===== src/tkel_pkg.sv =====
// Package for the two-key LCD text entry block.
// Holds the command and state types, key codes and character tables.
// No dependencies.
package tkel_pkg;

   localparam int KeyIdxW = 4;
   localparam int AddrW   = 7;
   localparam int QDepth  = 4;
   localparam int QPtrW   = $clog2(QDepth);

   localparam logic [KeyIdxW-1:0] KEY_1    = 4'd0;
   localparam logic [KeyIdxW-1:0] KEY_2    = 4'd1;
   localparam logic [KeyIdxW-1:0] KEY_4    = 4'd3;
   localparam logic [KeyIdxW-1:0] KEY_5    = 4'd4;
   localparam logic [KeyIdxW-1:0] KEY_6    = 4'd5;
   localparam logic [KeyIdxW-1:0] KEY_8    = 4'd7;
   localparam logic [KeyIdxW-1:0] KEY_9    = 4'd8;
   localparam logic [KeyIdxW-1:0] KEY_STAR = 4'd9;
   localparam logic [KeyIdxW-1:0] KEY_HASH = 4'd11;

   localparam logic [AddrW-1:0] LINE1_HOME = 7'h00;
   localparam logic [AddrW-1:0] LINE2_HOME = 7'h40;
   localparam logic [AddrW-1:0] COL_MASK   = 7'h0F;
   localparam logic [AddrW-1:0] LINE1_END  = 7'h10;
   localparam logic [AddrW-1:0] LINE2_END  = 7'h50;
   localparam logic [7:0]       SET_ADDR   = 8'h80;
   localparam logic [7:0]       CHAR_SPACE = 8'h20;

   localparam logic [7:0] LETTER_TAB [0:7][0:7] = '{
      '{"A", "B", "C", "a", "b", "c", 8'h00, 8'h00},
      '{"D", "E", "F", "d", "e", "f", 8'h00, 8'h00},
      '{"G", "H", "I", "g", "h", "i", 8'h00, 8'h00},
      '{"J", "K", "L", "j", "k", "l", 8'h00, 8'h00},
      '{"M", "N", "O", "m", "n", "o", 8'h00, 8'h00},
      '{"P", "Q", "R", "S", "p", "q", "r", "s"},
      '{"T", "U", "V", "t", "u", "v", 8'h00, 8'h00},
      '{"W", "X", "Y", "Z", "w", "x", "y", "z"}
   };

   localparam logic [7:0] KEY_CHAR_TAB [0:11] = '{
      "1", "2", "3", "4", "5", "6", "7", "8", "9", "*", "0", "#"
   };

   typedef struct packed {
      logic             register_select;
      logic [7:0]       lcd_byte;
      logic [AddrW-1:0] cursor_address;
      logic             last;
   } cmd_type;

   typedef struct packed {
      logic               pending;
      logic [KeyIdxW-1:0] first_key;
      logic [AddrW-1:0]   cursor;
   } state_type;

endpackage


===== src/two_key_text_entry_lcd_cursor.sv =====
// Top level of the two-key LCD text entry block.
// A request is registered in key_ff, decoded by tkel_step and its responses
// are queued. Throughput: one request per cycle while the queue has room for
// two and each request yields at most one response; a line-end write yields
// two, drained one per cycle by the queue while rsp_stall is low.
// Reset clears pending pair, stored key, cursor and the response queue.
module two_key_text_entry_lcd_cursor
   import tkel_pkg::*;
(
   input  logic        clock,
   input  logic        reset,
   input  logic        req_valid,
   output logic        req_stall,
   input  logic [11:0] req_key_vector,
   output logic        rsp_valid,
   input  logic        rsp_stall,
   output logic        rsp_register_select,
   output logic [7:0]  rsp_lcd_byte,
   output logic [6:0]  rsp_cursor_address,
   output logic        rsp_last
);

   logic        in_valid_ff, in_valid_in;
   logic [11:0] key_ff;
   state_type   state_ff, state_in;
   logic [1:0]  cmd_cnt;
   cmd_type     cmd0, cmd1, head;
   logic        room2, not_empty, process, take;

   assign process   = in_valid_ff && room2;
   assign req_stall = in_valid_ff && !room2;
   assign take      = req_valid && !req_stall;

   always_comb begin
      in_valid_in = in_valid_ff;
      if (take) begin
         in_valid_in = 1'b1;
      end else if (process) begin
         in_valid_in = 1'b0;
      end
   end

   always_ff @(posedge clock) begin
      if (take) begin
         key_ff <= req_key_vector;
      end
   end

   always_ff @(posedge clock) begin
      if (reset) begin
         in_valid_ff <= 1'b0;
         state_ff    <= '0;
      end else begin
         in_valid_ff <= in_valid_in;
         if (process) begin
            state_ff <= state_in;
         end
      end
   end

   tkel_step u_step (
      .key_vector (key_ff),
      .cur_state  (state_ff),
      .nxt_state  (state_in),
      .cmd_cnt    (cmd_cnt),
      .cmd0       (cmd0),
      .cmd1       (cmd1)
   );

   tkel_rsp_queue u_queue (
      .clock     (clock),
      .reset     (reset),
      .push_cnt  (process ? cmd_cnt : 2'd0),
      .push0     (cmd0),
      .push1     (cmd1),
      .pop       (not_empty && !rsp_stall),
      .head      (head),
      .not_empty (not_empty),
      .room2     (room2)
   );

   assign rsp_valid           = not_empty;
   assign rsp_register_select = head.register_select;
   assign rsp_lcd_byte        = head.lcd_byte;
   assign rsp_cursor_address  = head.cursor_address;
   assign rsp_last            = head.last;

endmodule


===== src/tkel_step.sv =====
// Key decode and pair evaluation: one scan in, up to two LCD commands out.
// Combinational. Depends on tkel_pkg.
module tkel_step
   import tkel_pkg::*;
(
   input  logic [11:0] key_vector,
   input  state_type   cur_state,
   output state_type   nxt_state,
   output logic [1:0]  cmd_cnt,
   output cmd_type     cmd0,
   output cmd_type     cmd1
);

   logic [KeyIdxW-1:0] key_idx;
   logic [KeyIdxW-1:0] k1;
   logic [AddrW-1:0]   cur;
   logic [AddrW-1:0]   inc_addr;
   logic [AddrW-1:0]   back_addr;
   logic [AddrW-1:0]   new_addr;
   logic [7:0]         ch;
   logic               do_write;
   logic               do_set;

   // priority decode, bit 11 wins
   always_comb begin
      key_idx = '0;
      for (int i = 0; i < 12; i++) begin
         if (key_vector[i]) begin
            key_idx = KeyIdxW'(11 - i);
         end
      end
   end

   assign k1        = cur_state.first_key;
   assign cur       = cur_state.cursor;
   assign inc_addr  = cur + 7'd1;
   assign back_addr = inc_addr - 7'd1;

   always_comb begin
      do_write = 1'b0;
      do_set   = 1'b0;
      ch       = CHAR_SPACE;
      new_addr = cur;
      if (k1 >= KEY_2 && k1 <= KEY_9) begin
         if (key_idx < 4'd8) begin
            ch       = LETTER_TAB[k1[2:0] - 3'd1][key_idx[2:0]];
            do_write = (ch != 8'h00);
         end
      end else if (k1 == KEY_HASH) begin
         ch       = KEY_CHAR_TAB[key_idx];
         do_write = 1'b1;
      end else if (k1 == KEY_STAR) begin
         case (key_idx)
            KEY_2: begin
               do_set   = 1'b1;
               new_addr = cur & COL_MASK;
            end
            KEY_4: begin
               if (cur != LINE1_HOME && cur != LINE2_HOME) begin
                  do_set   = 1'b1;
                  new_addr = cur - 7'd1;
               end
            end
            KEY_5: begin
               do_write = 1'b1;
               ch       = CHAR_SPACE;
            end
            KEY_6: begin
               if ((cur & COL_MASK) != COL_MASK) begin
                  do_set   = 1'b1;
                  new_addr = inc_addr;
               end
            end
            KEY_8: begin
               do_set   = 1'b1;
               new_addr = (cur & COL_MASK) | LINE2_HOME;
            end
            KEY_9: begin
               do_set   = 1'b1;
               new_addr = LINE2_HOME;
            end
            KEY_1: begin
               do_set   = 1'b1;
               new_addr = LINE1_HOME;
            end
            default: begin
               do_set = 1'b0;
            end
         endcase
      end
   end

   always_comb begin
      nxt_state = cur_state;
      cmd_cnt   = 2'd0;
      cmd0      = '{register_select: 1'b1, lcd_byte: ch, cursor_address: inc_addr,
                    last: 1'b1};
      cmd1      = '{register_select: 1'b0, lcd_byte: SET_ADDR | {1'b0, back_addr},
                    cursor_address: back_addr, last: 1'b1};
      if (key_vector != 12'd0) begin
         if (!cur_state.pending) begin
            nxt_state.pending   = 1'b1;
            nxt_state.first_key = key_idx;
         end else begin
            nxt_state.pending = 1'b0;
            if (do_write) begin
               if (inc_addr == LINE1_END || inc_addr == LINE2_END) begin
                  cmd_cnt          = 2'd2;
                  cmd0.last        = 1'b0;
                  nxt_state.cursor = back_addr;
               end else begin
                  cmd_cnt          = 2'd1;
                  nxt_state.cursor = inc_addr;
               end
            end else if (do_set) begin
               cmd_cnt              = 2'd1;
               cmd0.register_select = 1'b0;
               cmd0.lcd_byte        = SET_ADDR | {1'b0, new_addr};
               cmd0.cursor_address  = new_addr;
               nxt_state.cursor     = new_addr;
            end
         end
      end
   end

endmodule


===== src/tkel_rsp_queue.sv =====
// Response queue: takes up to two commands per cycle, delivers one per cycle while popped.
// Depends on tkel_pkg.
module tkel_rsp_queue
   import tkel_pkg::*;
(
   input  logic       clock,
   input  logic       reset,
   input  logic [1:0] push_cnt,
   input  cmd_type    push0,
   input  cmd_type    push1,
   input  logic       pop,
   output cmd_type    head,
   output logic       not_empty,
   output logic       room2
);

   cmd_type          entry_ff [QDepth];
   logic [QPtrW-1:0] wr_ptr_ff, wr_ptr_in;
   logic [QPtrW-1:0] rd_ptr_ff, rd_ptr_in;
   logic [QPtrW:0]   count_ff, count_in;
   logic [QPtrW-1:0] wr_ptr_nx;

   assign wr_ptr_nx = wr_ptr_ff + QPtrW'(1);
   assign head      = entry_ff[rd_ptr_ff];
   assign not_empty = (count_ff != '0);
   assign room2     = (count_ff <= (QPtrW+1)'(QDepth - 2));

   always_comb begin
      wr_ptr_in = wr_ptr_ff + QPtrW'(push_cnt);
      rd_ptr_in = rd_ptr_ff + QPtrW'(pop);
      count_in  = count_ff + (QPtrW+1)'(push_cnt) - (QPtrW+1)'(pop);
   end

   always_ff @(posedge clock) begin
      if (push_cnt != 2'd0) begin
         entry_ff[wr_ptr_ff] <= push0;
      end
      if (push_cnt == 2'd2) begin
         entry_ff[wr_ptr_nx] <= push1;
      end
   end

   always_ff @(posedge clock) begin
      if (reset) begin
         wr_ptr_ff <= '0;
         rd_ptr_ff <= '0;
         count_ff  <= '0;
      end else begin
         wr_ptr_ff <= wr_ptr_in;
         rd_ptr_ff <= rd_ptr_in;
         count_ff  <= count_in;
      end
   end

endmodule

===== config.mk =====
export PLATFORM = sky130hd
export DESIGN_NAME = two_key_text_entry_lcd_cursor
export DESIGN_NICKNAME = d
export VERILOG_FILES = /design/src/tkel_pkg.sv /design/src/two_key_text_entry_lcd_cursor.sv /design/src/tkel_step.sv /design/src/tkel_rsp_queue.sv
export SDC_FILE = /design/constraint.sdc
export NUM_CORES = 1
export LEC_CHECK = 0
export BUFFER_PORTS_ARGS = -buffer_cell sky130_fd_sc_hd__buf_2
export CAP_MARGIN = 10
export CORE_MARGIN = 8
export CORE_UTILIZATION = 45
export DETAILED_ROUTE_END_ITERATION = 10
export HOLD_SLACK_MARGIN = 0.08
export PLACE_DENSITY = 0.7
export SKIP_CTS_REPAIR_TIMING = 1
export SYNTH_ARGS = -nofsm -noshare
export SYNTH_HDL_FRONTEND = slang
export SYNTH_SLANG_ARGS = --single-unit

===== constraint.sdc =====
create_clock -name clock -period 10.86 [get_ports clock]
set_input_delay 0.543 -clock clock [delete_from_list [all_inputs] [get_ports clock]]
set_output_delay 0.543 -clock clock [all_outputs]
set_load 0.01 [all_outputs]

# Word-level counts from Yosys, hierarchy flattened
# Memories as Yosys holds them, arrays and structs flattened. A register that Yosys moved wholly into a read port is not among the register bits.
# Cells that the tools add are included.
totals:
  n_memories: 3
  mem_bits_rw: 68
  inputBits: 16
  mem_bits_ro: 640
  output_inout_bits: 19
  wordCells: 128
  regBits: 32
memory_table:
  columns: ["memory", "words", "word_bits", "read_ports", "rd_clocked_by_memory_dff", "write_ports", "line", "rtl"]
  rows:
  - ["(name not given)", 8, 64, 1, 0, 0, "tkel_step.sv:46", "ch = LETTER_TAB[k1[2:0] - 3'd1][key_idx[2:0]];"]
  - ["(name not given)", 16, 8, 1, 0, 0, "tkel_step.sv:50", "ch = KEY_CHAR_TAB[key_idx];"]
  - ["u_queue.entry_ff", 4, 17, 1, 1, 2, "tkel_rsp_queue.sv:17", "cmd_type entry_ff [QDepth];"]
op_classes:
  n_addsub: 9
  magnitude_cmp: 7
  n_eq_ne: 13
  reduce_logical: 22
  muxes: 62
  n_bitwise: 4
op_table:
  columns: ["op", "count"]
  rows:
  - ["2-to-1 mux 64 bit", 2]
  - ["2-to-1 mux 7 bit", 8]
  - ["2-to-1 mux 8 bit", 7]
  - ["2-to-1 mux 4 bit", 12]
  - ["case mux 7 bit (6 select lines)", 1]
  - ["2-to-1 mux 17 bit", 2]
  - ["2-to-1 mux 16 bit", 2]
  - ["binary-select mux 8 bit (select 3 bit)", 1]
  - ["2-to-1 mux 1 bit", 20]
  - ["subtractor 7 x 1 -> 7 bit, second input constant", 2]
  - ["== test 4 x 3 -> 1 bit, second input constant", 3]
  - ["== test 4 bit, second input constant", 3]
  - ["2-to-1 mux 2 bit", 6]
  - ["nonzero test 12 bit", 1]
  - ["greater-or-equal comparator 4 bit, second input constant", 2]
  - ["inverter 3 -> 4 bit", 2]
  - ["nonzero test 8 bit", 1]
  - ["adder 7 x 1 -> 7 bit, second input constant", 1]
  - ["== test 7 x 5 -> 1 bit, second input constant", 1]
  - ["== test 7 bit, second input constant", 1]
  - ["inequality test 7 bit, second input constant", 1]
  - ["nonzero test 7 bit", 1]
  - ["logical AND 1 bit", 6]
  - ["nonzero test 2 bit", 3]
  - ["26 further kinds", 28]

# Longest topological paths before layout
depth:
  word_depth: 26
  depth_mapped: 23
  mapped_depth_nobuf: 20

# Cells and area by module
# From an unflattened synthesis, not the netlist that was laid out.
hier_totals:
  cells_unflattened: 603
  area_unflattened_um2: 6961.7
modules_own_cells:
  columns: ["module", "cells_each", "area_each_um2", "seq_area_each_um2", "n_inst"]
  rows:
  - ["tkel_rsp_queue", 208, 3786.1, 2182.1, 1]
  - ["tkel_step", 321, 2189.6, 0.0, 1]
  - ["two_key_text_entry_lcd_cursor", 74, 985.9, 620.6, 1]

# Least setup slack after synthesis
# OpenSTA, ideal clock, no wires.
synth_timing:
  path_type: "register to register"
  from: "reg state_ff[7] (netlist bit)"
  to: "reg u_queue.count_ff[2]"
  path_slack_ns: 6.555
  path_stages_with_launch: 24
  arrival_time_ns: 4.178
  required_ns: 10.732
  period_less_slack_ns: 4.305
  setup_time_ns: 0.128
  n_path_buf: 4
  cell_sequence: "dfxtp_1 -> inv_1 -> ha_1 -> xnor2_1 -> inv_1 -> clkbuf_1 -> ha_1 -> mux2i_1 -> a221oi_2 -> a21bo_1 -> buf_6 -> nor2_2 -> buf_6 -> buf_2 -> nor2_1 -> o21ai_0 -> ha_1 -> inv_1 -> ha_1 -> inv_1 -> fa_1 -> xnor2_1 -> xnor2_1 -> nor2_1"
synth_between:
  elab_chain_len: 17
  elab_cells_between_ends: 28
  classes_between: "3 x add/sub; 2 x order compare; 2 x eq/ne; 17 x mux; 1 x bitwise; 2 x reduce/logical; 1 x memory"
synth_lines:
  columns: ["item", "line", "rtl"]
  rows:
  - ["start, declared", "two_key_text_entry_lcd_cursor.sv:25", "state_type state_ff, state_in;"]
  - ["start signal, assigned", "two_key_text_entry_lcd_cursor.sv:56", "state_ff <= state_in;"]
  - ["subtractor 3 x 1 -> 3 bit", "tkel_step.sv:46", null]
  - ["inverter 3 -> 4 bit (not written as such)", "tkel_step.sv:46", null]
  - ["memory read (8 x 64 bit)", null, null]
  - ["2-to-1 mux 64 bit (not written as such) (2 in a row)", "tkel_step.sv:46", null]
  - ["binary-select mux 8 bit (select 3 bit)", "tkel_step.sv:46", null]
  - ["2-to-1 mux 8 bit (not written as such) (2 in a row)", "tkel_step.sv:46", null]
  - ["nonzero test 8 bit", "tkel_step.sv:47", "do_write = (ch != 8'h00);"]
  - ["2-to-1 mux 1 bit", "tkel_step.sv:45", "if (key_idx < 4'd8) begin"]
  - ["2-to-1 mux 1 bit", "tkel_step.sv:44", "if (k1 >= KEY_2 && k1 <= KEY_9) begin"]
  - ["2-to-1 mux 2 bit *", "tkel_step.sv:106", "if (do_write) begin"]
  - ["2-to-1 mux 2 bit *", "tkel_step.sv:101", "if (!cur_state.pending) begin"]
  - ["2-to-1 mux 2 bit *", "tkel_step.sv:100", "if (key_vector != 12'd0) begin"]
  - ["2-to-1 mux 2 bit *", "two_key_text_entry_lcd_cursor.sv:73", ".push_cnt (process ? cmd_cnt : 2'd0),"]
  - ["adder 3 x 2 -> 3 bit *", "tkel_rsp_queue.sv:31", "count_in = count_ff + (QPtrW+1)'(push_cnt) - (QPtrW+1)'(pop);"]
  - ["subtractor 3 x 1 -> 3 bit *", "tkel_rsp_queue.sv:31", null]
  - ["end signal, assigned", "tkel_rsp_queue.sv:51", "count_ff <= count_in;"]
  - ["end, declared", "tkel_rsp_queue.sv:20", "logic [QPtrW:0] count_ff, count_in;"]
# Mark *: on every way between the ends. The rest lies on a longest branch, timed or not. The select of a mux whose other input is x is not followed.
# A chain may end at the register's enable or synchronous reset.

==> summary.txt <==
Power and ir drop
  – Pwr Density: around 150 nW/um^2
  – Flop pwr share: 0.426
  – Lkg Pwr: 2.34 nW
  – Net Sw Frac: 0.315
  – Psw: 0.325 mW
  – Combinational share of power: 0.274
  – Peak VDD IR: roughly 0.065 mV
  – Power share of the clock group: 0.300
  – Internal Pwr Total: around 0.71 mW

Clock tree
  – Max clock buf depth: 2
  – Clk sinks: 100
  – Clk root buf: clkbuf_16
  – CTS tree: yes
  – H-tree Lvls: 3
  – Clock buffer count from CTS: 9
  – CTS clk-pin slew, worst paths: approximately 0.070 ns
  – Worst skew pair latency: roughly 0.36 ns

Critical path
  – Startpoint types: register
  – Critical Path RT: 10.81 ns
  – CP max-delay cell: nand3_1
  – CP cell instances: inv_1 -> ha_1 -> xnor2_1 -> inv_1 -> nand2_1 -> mux2i_1 -> a2111o_1 -> a21boi_1 -> nand2_1 -> nand3_1 -> nand2_1
  – Max FO, Critical Path: 25
  – RR Startpoint: state_ff[7]$_SDFFE_PP0P_
  – CP delay by family, top: simple AND/OR/NAND/NOR gates
  – WP depth: 11
  – CP Buf/Inv Count: 2
  – FF-to-FF setup slack: ~6.0 ns
  – R2R cell count: 11
  – Worst EP arrival: ~4.8 ns
  – CP peak stage delay: ~0.67 ns
  – Crit. End Element: register
  – Setup CP Type: register to register
  – Crit path top cell by count: nand2_1
  – Worst flop-to-flop path endpoint: u_queue.entry_ff[0][14]$_DFFE_PP_

Layout
  – N_diodes: 0
  – Design Area, Final: just under 7000 sq um
  – Fillers: around 1,300
  – Fin nets: 670
  – Area Overhead vs Synth: 8.61%
  – Final core occ: 0.495
  – Fraction of final layout cells with drive strength greater than 1: 0.165

Die
  – Die extent in x: 134 microns
  – Core area: ~14,000 sq um
  – Row cnt: between 40 and 50
  – Starting Density: 0.456
  – Die area: about 18,000 sq um
  – Die height: approximately 130 microns
  – IO Count: 35

STA
  – Worst Skew: approximately 0.009 ns
  – Max_slew headroom: 0.305
  – Final setup margin: between 6 and 7 ns
  – Fmax: roughly 210 MHz
  – Slew Viols, Final: 0
  – RSZ-0062 raised after global routing: no
  – Setup Viol. Count Final: 0
  – Final Cycle Share: 0.445
  – Slew at the pin closest to its max-slew limit: 1.04 ns
  – Final Critical Period: approximately 4.8 ns
  – Fin. Hold Viols: 0
  – Setup total negative slack: 0 ns

Synthesis
  – Synth area leader: edfxtp_1
  – Primary FF master, synth: edfxtp_1
  – Async S/R FF share, synth: 0
  – Post-Syn Area per Cell: roughly 10 sq um
  – Register bit total from synthesis: 100
  – Synth Cell Area: 6280 sq um
  – Sequential area share after synthesis: 0.427
  – Synth cell types: 83
  – Yosys warns: 0
  – Syn Inst Count: between 600 and 700
  – Synth top area share: 0.325
  – Synth top cells by count: 68 x edfxtp_1, 68 x nor2_1, 42 x nand2_1, 35 x o21ai_0, 33 x nand3_1
  – Top post-synthesis cells by area: edfxtp_1 33%, dfxtp_1 10%, mux4_2 6.1%, ha_1 4.4%, nor2_1 4.1%
  – EDFF count, synth: between 60 and 70
  – Syn nets: between 600 and 700

Route
  – DRT antenna net count: 0
  – Routed met1 length: just under 7 mm
  – DRT Pass-1 Iters: 6
  – DR top layer: met4
  – Post-Route WL: 16.2 mm
  – Met3 WL: approximately 1.1 mm
  – Detailed router's first-iteration violation count: 625
  – WL/cell: approximately 20 microns
  – Drt via density: approximately 6.2
  – Metal2 WL: ~7.8 mm
  – Via count: a little over 5,000
  – DR DRC count: 0

Placed design
  – Port buffer count: 34
  – Area after DPL: ~6500 sq um
  – HPWL after DPL: approximately 12 mm
  – Setup WS pre-CTS: slightly above 6 ns
  – GPL Wtd Cong: 0.896

GRT
  – Gr usage total: 0.183
  – Grt ovf: 0
  – Antenna violations before repair: 0
  – Vias in the first global route: just under 5,000
  – Global-route wire length before repair: between 20 and 30 mm
  – Largest net degree at the start of global routing: 26

Job
  – Max-cap violations: 0

Min path
  – Cells on Worst Hold Path: 1
  – HP Start: req_key_vector[4]
  – Worst Hold End: key_ff[4]$_DFFE_PP_
  – Worst Hold Class: primary input to register

Run status
  – Status: complete, no violations
-- placed cells by master (no fill, tap or decap), types with 4 or more instances in the layout --
| master | count |
|---|---|
| nor2_1 | 68 |
| edfxtp_1 | 68 |
| nand2_1 | 42 |
| o21ai_0 | 35 |
| buf_2 | 34 |
| nand3_1 | 33 |
| dfxtp_1 | 32 |
| o22ai_1 | 26 |
| inv_1 | 23 |
| ha_1 | 22 |
| a21oi_1 | 18 |
| mux4_2 | 17 |
| nor3_1 | 14 |
| nor2b_1 | 12 |
| xnor2_1 | 10 |
| mux2i_1 | 10 |
| clkbuf_16 | 9 |
| buf_4 | 9 |
| nand2b_1 | 7 |
| or3_1 | 7 |
| o211ai_1 | 6 |
| xor2_1 | 6 |
| o221ai_1 | 6 |
| o31ai_1 | 5 |
| a31oi_1 | 5 |
| o21ai_1 | 5 |
| and3_1 | 5 |
| a22oi_1 | 5 |
| o32ai_1 | 5 |
| or2_2 | 4 |
| o21a_1 | 4 |
| a211oi_1 | 4 |
-- cell type report --
type	instances	area, sq um	area share
clock inverters	6	57.6	0.00844
inverters	24	90.1	0.0132
multi-input cells	453	3300	0.484
flip-flops and latches	100	2680	0.393
clock buffers	10	229	0.0336
repair buffers	43	238	0.0349
well taps	180	225	0.0330
-- flip-flops by register name, indices dropped and copies added (netlist names) --
| register | cells |
|---|---|
| u_queue.entry_ff | 68 |
| u_queue.wr_ptr_ff | 2 |
| in_valid_ff | 1 |
| state_ff | 12 |
| key_ff | 12 |
| u_queue.count_ff | 3 |
| u_queue.rd_ptr_ff | 2 |
-- power groups by stage --
stage	Combinational, mW	Sequential [mW]	Clock (mW)
6_report	0.283	0.440	0.310
2_1_floorplan	0.221	0.440	0
3_5_place_dp	0.286	0.449	0
3_3_place_gp	0.280	0.447	0
5_1_grt	0.312	0.443	0.327
4_1_cts	0.287	0.440	0.314
-- kinds of logic (layout without fill, tap and decap cells) --
kind of cell,count (synthesis),count (layout),share of synthesized area
and+or+nand+nor,212,212,0.168
AOI/OAI and AO/OA,169,169,0.198
DFF,100,100,0.427
buffers and inverters,66,83,0.0476
muxes,32,32,0.0883
adders and majority gates,24,24,0.0486
xor gates and xnor gates,16,16,0.0223
-- worst max path at each step --
stage | from | end | slack [ns]
after global placement | state_ff[7]$_SDFFE_PP0P_ | u_queue.entry_ff[0][12]$_DFFE_PP_ | 6.25
final | state_ff[7]$_SDFFE_PP0P_ | u_queue.entry_ff[0][14]$_DFFE_PP_ | 6.02
after CTS | state_ff[7]$_SDFFE_PP0P_ | u_queue.entry_ff[0][12]$_DFFE_PP_ | 6.07
after global routing | state_ff[7]$_SDFFE_PP0P_ | u_queue.entry_ff[0][12]$_DFFE_PP_ | 5.64
after floorplan | state_ff[7]$_SDFFE_PP0P_ | u_queue.count_ff[2]$_SDFF_PP0_ | 6.55
after detailed placement | state_ff[7]$_SDFFE_PP0P_ | u_queue.entry_ff[0][6]$_DFFE_PP_ | 6.08
-- metrics by stage --
stage	instances	total power [mW]	hold WS, ns
floorplan	619	0.661	0.426
global placement	800	0.727	0.438
detailed placement	800	0.735	0.446
CTS	816	1.04	0.349
global route	816	1.08	0.349
finish	816	1.03	0.360
-- layer usage --
| layer | GRT usage | up-vias |
|---|---|---|
| li1 | - | 2387 |
| met1 | 0.233 | 2461 |
| met2 | 0.302 | 212 |
| met3 | 0.0393 | 31 |
| met4 | 0.0618 | 0 |
| met5 | 0 | - |
Note: power is estimated with default switching activity, not from simulation.
